`src/rtl/core/boyer_moore_search_macros.svh`:
```
// Assertion macros shared by the boyer_moore_search RTL.
// Needs clk and rst_n in the scope of each use.
`ifndef BOYER_MOORE_SEARCH_MACROS_SVH
`define BOYER_MOORE_SEARCH_MACROS_SVH

// Same-cycle implication, disabled during reset
`define BMS_ASSERT_NOW(label, ante, cons, msg) \
    label: assert property (@(posedge clk) disable iff (!rst_n) (ante) |-> (cons)) \
        else $error(msg);

// Next-cycle implication, disabled during reset
`define BMS_ASSERT_NEXT(label, ante, cons, msg) \
    label: assert property (@(posedge clk) disable iff (!rst_n) (ante) |=> (cons)) \
        else $error(msg);

`endif

```
`src/rtl/core/bms_pkg.sv`:
```
// Shared constants, codes and controller/datapath bundles for boyer_moore_search.
// No dependencies.
package bms_pkg;

    localparam int PATTERN_MAX = 32;
    localparam int TEXT_MAX    = 1024;
    localparam int BYTE_W      = 8;
    localparam int ALPHA       = 256;
    localparam int ALPHA_W     = $clog2(ALPHA);
    localparam int PAT_AW      = $clog2(PATTERN_MAX);
    localparam int TXT_AW      = $clog2(TEXT_MAX);
    localparam int PLEN_W      = $clog2(PATTERN_MAX + 1);
    localparam int TLEN_W      = $clog2(TEXT_MAX + 1);
    localparam int LO_W        = PLEN_W;
    localparam int POS_W       = 10;

    // Byte kinds carried by the op field
    localparam logic OP_PATTERN = 1'b0;
    localparam logic OP_TEXT    = 1'b1;

    typedef enum logic [1:0] {
        ST_FOUND     = 2'd0,
        ST_NOT_FOUND = 2'd1,
        ST_OVERFLOW  = 2'd2
    } status_t;

    typedef struct packed {
        logic    accept;
        logic    init;
        logic    clr_step;
        logic    fill_sel;
        logic    fill_wr;
        logic    step_i;
        logic    shift;
        logic    load_out;
        status_t code;
    } cmd_t;

    typedef struct packed {
        logic ovf_any;
        logic n_gt_m;
        logic n_zero;
        logic k_last_clr;
        logic k_last_fill;
        logic equal;
        logic i_zero;
        logic past;
        logic out_free;
    } sts_t;

endpackage

```
`src/rtl/core/bms_ctrl.sv`:
```
// Controller: sequences loading, table build, skip search and result hand-off.
// Depends on bms_pkg.
module bms_ctrl (
    input  logic          clk,
    input  logic          rst_n,
    input  logic          in_valid,
    input  logic          in_op,
    input  logic          in_last,
    output logic          in_ready,
    input  bms_pkg::sts_t sts,
    output bms_pkg::cmd_t cmd
);

    typedef enum logic [8:0] {
        S_IDLE    = 9'b000000001,
        S_START   = 9'b000000010,
        S_CLR     = 9'b000000100,
        S_FILL_RD = 9'b000001000,
        S_FILL_WR = 9'b000010000,
        S_CMP_RD  = 9'b000100000,
        S_CMP     = 9'b001000000,
        S_BC      = 9'b010000000,
        S_DONE    = 9'b100000000
    } state_t;

    state_t           state_reg, state_next;
    bms_pkg::status_t code_reg, code_next;

    always_ff @(posedge clk or negedge rst_n)
    begin
        if (!rst_n)
        begin
            state_reg <= S_IDLE;
            code_reg  <= bms_pkg::ST_NOT_FOUND;
        end
        else
        begin
            state_reg <= state_next;
            code_reg  <= code_next;
        end
    end

    assign in_ready = (state_reg == S_IDLE);

    // Next state and commands
    always_comb
    begin
        state_next = state_reg;
        code_next  = code_reg;
        cmd        = '0;
        cmd.code   = code_reg;
        unique case (state_reg)
            S_IDLE:
            begin
                cmd.accept = in_valid;
                if (in_valid && (in_op == bms_pkg::OP_TEXT) && in_last)
                begin
                    state_next = S_START;
                end
            end
            S_START:
            begin
                cmd.init = 1'b1;
                if (sts.ovf_any)
                begin
                    code_next  = bms_pkg::ST_OVERFLOW;
                    state_next = S_DONE;
                end
                else if (sts.n_gt_m)
                begin
                    code_next  = bms_pkg::ST_NOT_FOUND;
                    state_next = S_DONE;
                end
                else if (sts.n_zero)
                begin
                    code_next  = bms_pkg::ST_FOUND;
                    state_next = S_DONE;
                end
                else
                begin
                    state_next = S_CLR;
                end
            end
            S_CLR:
            begin
                cmd.clr_step = 1'b1;
                if (sts.k_last_clr)
                begin
                    state_next = S_FILL_RD;
                end
            end
            S_FILL_RD:
            begin
                cmd.fill_sel = 1'b1;
                state_next   = S_FILL_WR;
            end
            S_FILL_WR:
            begin
                cmd.fill_wr = 1'b1;
                state_next  = sts.k_last_fill ? S_CMP_RD : S_FILL_RD;
            end
            S_CMP_RD:
            begin
                state_next = S_CMP;
            end
            S_CMP:
            begin
                if (!sts.equal)
                begin
                    state_next = S_BC;
                end
                else if (sts.i_zero)
                begin
                    code_next  = bms_pkg::ST_FOUND;
                    state_next = S_DONE;
                end
                else
                begin
                    cmd.step_i = 1'b1;
                    state_next = S_CMP_RD;
                end
            end
            S_BC:
            begin
                if (sts.past)
                begin
                    code_next  = bms_pkg::ST_NOT_FOUND;
                    state_next = S_DONE;
                end
                else
                begin
                    cmd.shift  = 1'b1;
                    state_next = S_CMP_RD;
                end
            end
            S_DONE:
            begin
                if (sts.out_free)
                begin
                    cmd.load_out = 1'b1;
                    state_next   = S_IDLE;
                end
            end
            default:
            begin
                state_next = S_IDLE;
            end
        endcase
    end

endmodule

```
`config.mk`:
```
export PLATFORM = sky130hd
export DESIGN_NAME = bms_ctrl
export DESIGN_NICKNAME = d
export VERILOG_FILES = /design/src/rtl/core/boyer_moore_search_macros.svh /design/src/rtl/core/bms_pkg.sv /design/src/rtl/core/bms_ctrl.sv
export SDC_FILE = /design/constraint.sdc
export NUM_CORES = 1
export LEC_CHECK = 0
export BUFFER_PORTS_ARGS = -buffer_cell sky130_fd_sc_hd__buf_4
export CAP_MARGIN = 20
export CELL_PAD_IN_SITES_DETAIL_PLACEMENT = 0
export CELL_PAD_IN_SITES_GLOBAL_PLACEMENT = 1
export CORE_MARGIN = 2
export CORE_UTILIZATION = 39
export DETAILED_ROUTE_END_ITERATION = 8
export GPL_TIMING_DRIVEN = 0
export HOLD_SLACK_MARGIN = 0.08
export MAX_ROUTING_LAYER = met4
export PLACE_DENSITY_LB_ADDON = 0.05
export SETUP_SLACK_MARGIN = 0.5
export SLEW_MARGIN = 10
export SYNTH_ARGS = -nofsm -noshare
export SYNTH_HDL_FRONTEND = slang
export SYNTH_SLANG_ARGS = --single-unit
```
`constraint.sdc`:
```
create_clock -name clk -period 3.2 [get_ports clk]
set_clock_uncertainty 0.1 [all_clocks]
set_input_delay 0.16 -clock clk [delete_from_list [all_inputs] [get_ports clk]]
set_output_delay 0.16 -clock clk [all_outputs]
set_load 0.02 [all_outputs]
```
# Word level (Yosys, flattened, before mapping)
# Index checks and enable logic that the tools add are counted.
dict set report word_totals {
  ff_bits 11
  in_bits 14
  out_inout_bits 11
  word_cells 53
}
dict set report op_classes {
  eq_ne 16
  mux 30
  reduce_logical 5
}
# cell n
set ops {}
lappend ops {{9-bit 2-to-1 mux} 9}
lappend ops {{9-bit one-hot mux with 9 select lines} 1}
lappend ops {{1-bit 2-to-1 mux} 12}
lappend ops {{2-bit 2-to-1 mux} 6}
lappend ops {{2-bit inequality test (second input constant)} 5}
lappend ops {{9-bit by 1-bit == test with 1-bit output (second input constant)} 1}
lappend ops {{9-bit by 2-bit == test with 1-bit output (second input constant)} 1}
lappend ops {{9-bit by 3-bit == test with 1-bit output (second input constant)} 1}
lappend ops {{9-bit by 4-bit == test with 1-bit output (second input constant)} 1}
lappend ops {{9-bit by 5-bit == test with 1-bit output (second input constant)} 1}
lappend ops {{9-bit by 6-bit == test with 1-bit output (second input constant)} 1}
lappend ops {{9-bit by 7-bit == test with 1-bit output (second input constant)} 1}
lappend ops {{9-bit by 8-bit == test with 1-bit output (second input constant)} 1}
lappend ops {{9-bit == test (second input constant)} 1}
lappend ops {{6-bit 2-to-1 mux} 1}
lappend ops {{2-bit one-hot mux with 3 select lines} 1}
lappend ops {{5-bit AND reduction} 1}
lappend ops {{4-bit inequality test (second input constant)} 1}
lappend ops {{3-bit AND reduction} 1}
lappend ops {{3-bit nonzero test} 1}
lappend ops {{1-bit logical AND} 2}
lappend ops {{2-bit by 1-bit inequality test with 1-bit output (second input constant)} 1}

# Logic depth before layout (Yosys ltp)
dict set report logic_depth {
  depth_word 4
  depth_mapped 6
  ltp_nobuf 5
}

# Least setup slack after synthesis
# Ideal clock, no wire load.
dict set report synth_timing {
  kind {flip-flop to flip-flop}
  from {reg state_reg[3]}
  to {reg state_reg[5]}
  setup_ns 0.069
  arrival_time_ns 2.002
  setup_slack_ns 1.029
  path_stages_with_launch 6
  n_path_buf 1
  period_less_slack_ns 2.171
  path_cell_list {dfrtp_1 > buf_2 > nor4_2 > nand2_1 > nor4b_1 > a211o_1}
}
dict set report synth_between {
  elab_chain_len 3
  elab_cells_between_ends 14
  cone_classes {12 x eq/ne; 1 x mux; 1 x reduce/logical}
}
# element line
set synth_lines {}
lappend synth_lines {{start, declared} bms_ctrl.sv:26} ;# state_t state_reg, state_next;
lappend synth_lines {{start signal, assigned} bms_ctrl.sv:38} ;# state_reg <= state_next;
lappend synth_lines {{9-bit by 3-bit == test with 1-bit output, or another cell as far along} bms_ctrl.sv:52} ;# unique case (state_reg)
lappend synth_lines {{2-bit inequality test (no source line) or 2-bit by 1-bit inequality test with 1-bit output (tied branches)} --}
lappend synth_lines {{3-bit AND reduction (no source line)} --}
# Several ways; a longest one is shown, not always the timed one.
# A chain may end at the register's enable or synchronous reset.

==> impl_metrics.yaml <==
sta:
  hold_ws_ns: 0.102
  slew_headroom_pct: 58.1
  fin_crit_sh_pct: 73.4
  setup_ws_ns: 0.850
  rsz0062_at_grt: "no"
  finalSetupViolations: 0
  tns_ns: 0
  worst_pin_slew_ns: 0.623
  layout_min_cycle_time_ns: 2.35
  drv_slew: 0
  fmax_ghz: 0.426
  final_hold_viol_count: 0
die:
  coreArea_mm2: 0.00192
  die_h_um: 48.8
  initial_core_util_pct: 40.8
  die_x_um: 48.8
  die_area_mm2: 0.00238
  rows: 16
  pin_count: 25
worst_setup_path:
  cpPeakStageDelay_ns: 0.58
  worstReg2RegEnd: "state_reg[2]"
  crit_slowest_cell: "nor4_2"
  end_kind: "primary output"
  r2r_slack_ns: 1.09
  worstSetupPathType: "reg2out"
  cp_max_fo: 8
  cp_cell_sequence: "buf_2 -> nor4_2 -> nand2_1 -> nor4b_1 -> buf_4"
  cp.required_ns: 2.94
  r2r-start: "state_reg[8]"
  arrival_ns: 2.09
  ff2ff_path_depth: 5
  startpoint_type: "flop"
finish:
  layout.cells.most_common_list: "buf_4 (24), dfrtp_1 (9), nor3_1 (7), dlygate4sd3_1 (7)"
  drive_gt1_share_pct: 35.8
  largest_reg_flops: 9
  syn_to_final_growth_pct: 39.6
  final_common_cell: "buf_4"
  n_antenna_cell: 0
  layout.nets: 135
synth:
  synth-edff-count: 0
  ys_seq_area_share_pct: 35.5
  avgSynthCellArea_um2: 9.21
  yosys_warnings: 0
  ys_types: 43
  synthArstFlopShare_pct: 100
  syn_nets: 99
  synth_ff_type: "dfrtp_1"
  synth_cells: 85
  synth_seq_cells: 11
  syn-cell-area_um2: 783
flow_run:
  drv_cap: 0
clocking:
  postCtsSetupBuffers: 0
  clock-sinks: 11
  cts_tree: "done"
  clk_latency_ns: 0.28
  clkTransAtPathRegs_ns: 0.07
  cts_max_level: 1
  cts_resized: 0
  cts_buffers: 3
  root_buffer: "clkbuf_4"
  cts_buffer_depth: 2
hold_path:
  hp-class: "in2reg"
  whs_endpoint: "state_reg[0]"
  min_from: "in_op"
  hold-path-cell-count: 3
power_and_ir_drop:
  pwr_density_cell_mw_per_mm2: 436
  ir_worst_vdd_mv: 0.376
  p_total_uw: 477
  p_leak_nw: 0.543
global_routing:
  antenna_found_initial: 0
  gr-total-overflow: 0
  grt_use_total_pct: 20.0
  grt_pass1_vias: 772
  grt_pass1_wl_um: 3600
  grt_max_degree: 12
detailed_routing:
  viasPerCell: 5.52
  drt-total-wl_um: 2050
  first_pass_iters: 5
  postRouteAntennaNets: 0
  drc: 0
  routedWlPerCell_um: 13.9
  drt_iter0_markers: 21
  via_count: 811
placement:
  gp_congestion: 0.748
  port_buffers: 24
  dp_worst_setup_slack_ns: 1.10
  dpl.hpwl_um: 1510
outcome:
  status: "complete, no violations"
cell type report:
class | instances | area [um2]
timing repair buffer | 31 | 250
fill | 189 | 828
sequential | 11 | 278
multi-input combinational | 66 | 470
tap | 27 | 33.8
buffer | 5 | 23.8
inverter | 3 | 11.3
clock buffer | 4 | 26.3
metal layers:
| metal | vias to the layer above | GRT usage [%] | routed length (um) |
|---|---|---|---|
| li1 | 396 | - | - |
| met5 | - | - | 0 |
| met2 | 33 | 31.3 | 951 |
| met4 | 0 | 5.71 | 26 |
| met3 | 3 | 3.68 | 115 |
| met1 | 379 | 26.5 | 952 |
how the worst max path moves through the flow:
stage,startpoint,to,cells after the start
after floorplan,state_reg[3],state_reg[5],5
after global placement,state_reg[3],cmd[3],5
after detailed placement,state_reg[3],cmd[3],5
after CTS,state_reg[3],cmd[3],5
after global routing,state_reg[3],cmd[3],5
final,state_reg[3],cmd[3],5
cell families after synthesis:
kind of cell    after synthesis  synth area share, %
simple gates                 49                 42.7
compound gates               13                 12.1
flops                        11                 35.5
buf+inv                       8                 4.47
xor+xnor                      3                 3.36
mux                           1                 1.92
worst max-delay path: cells and delay by family (launching register included):
family | cells | cell delay, ns
buf+inv | 2 | 0.39
flops | 1 | 0.36
simple gates | 3 | 1.07
cell usage after synthesis (2+ instances only):
library cell,number,area [um2]
xor2_1,2,17.5
and3_1,5,31.3
o21ai_0,3,15.0
nor3_1,7,35.0
dfrtp_1,9,225
and2_1,3,18.8
dfstp_2,2,52.6
inv_1,3,11.3
nor4b_1,2,17.5
buf_2,4,20.0
nor4bb_1,2,20.0
nand2_1,5,18.8
and4b_1,2,20.0
nand4_1,2,12.5
nor2_1,5,18.8
o2111ai_1,2,17.5
through the flow:
step	utilization, %	area, um2	std cells
4_1_cts	56.9	1090	147
2_1_floorplan	-	783	85
3_3_place_gp	51.9	997	136
3_5_place_dp	51.9	997	136
6_report	56.9	1090	147
5_1_grt	56.9	1090	147
what timing repair did:
item | CTS | global route
hold buffers | 7 | 0
hold endpoints to repair | 16 | 0
endpoints found under the setup margin | 0 | 0
power breakdown:
group | internal (mW) | switching (mW) | total, mW | leakage [nW]
Clock | 0.0483 | 0.0502 | 0.0985 | 0.0150
Combinational | 0.0929 | 0.101 | 0.194 | 0.383
Sequential | 0.164 | 0.0208 | 0.184 | 0.145
Power figures use the tool's default switching activity.
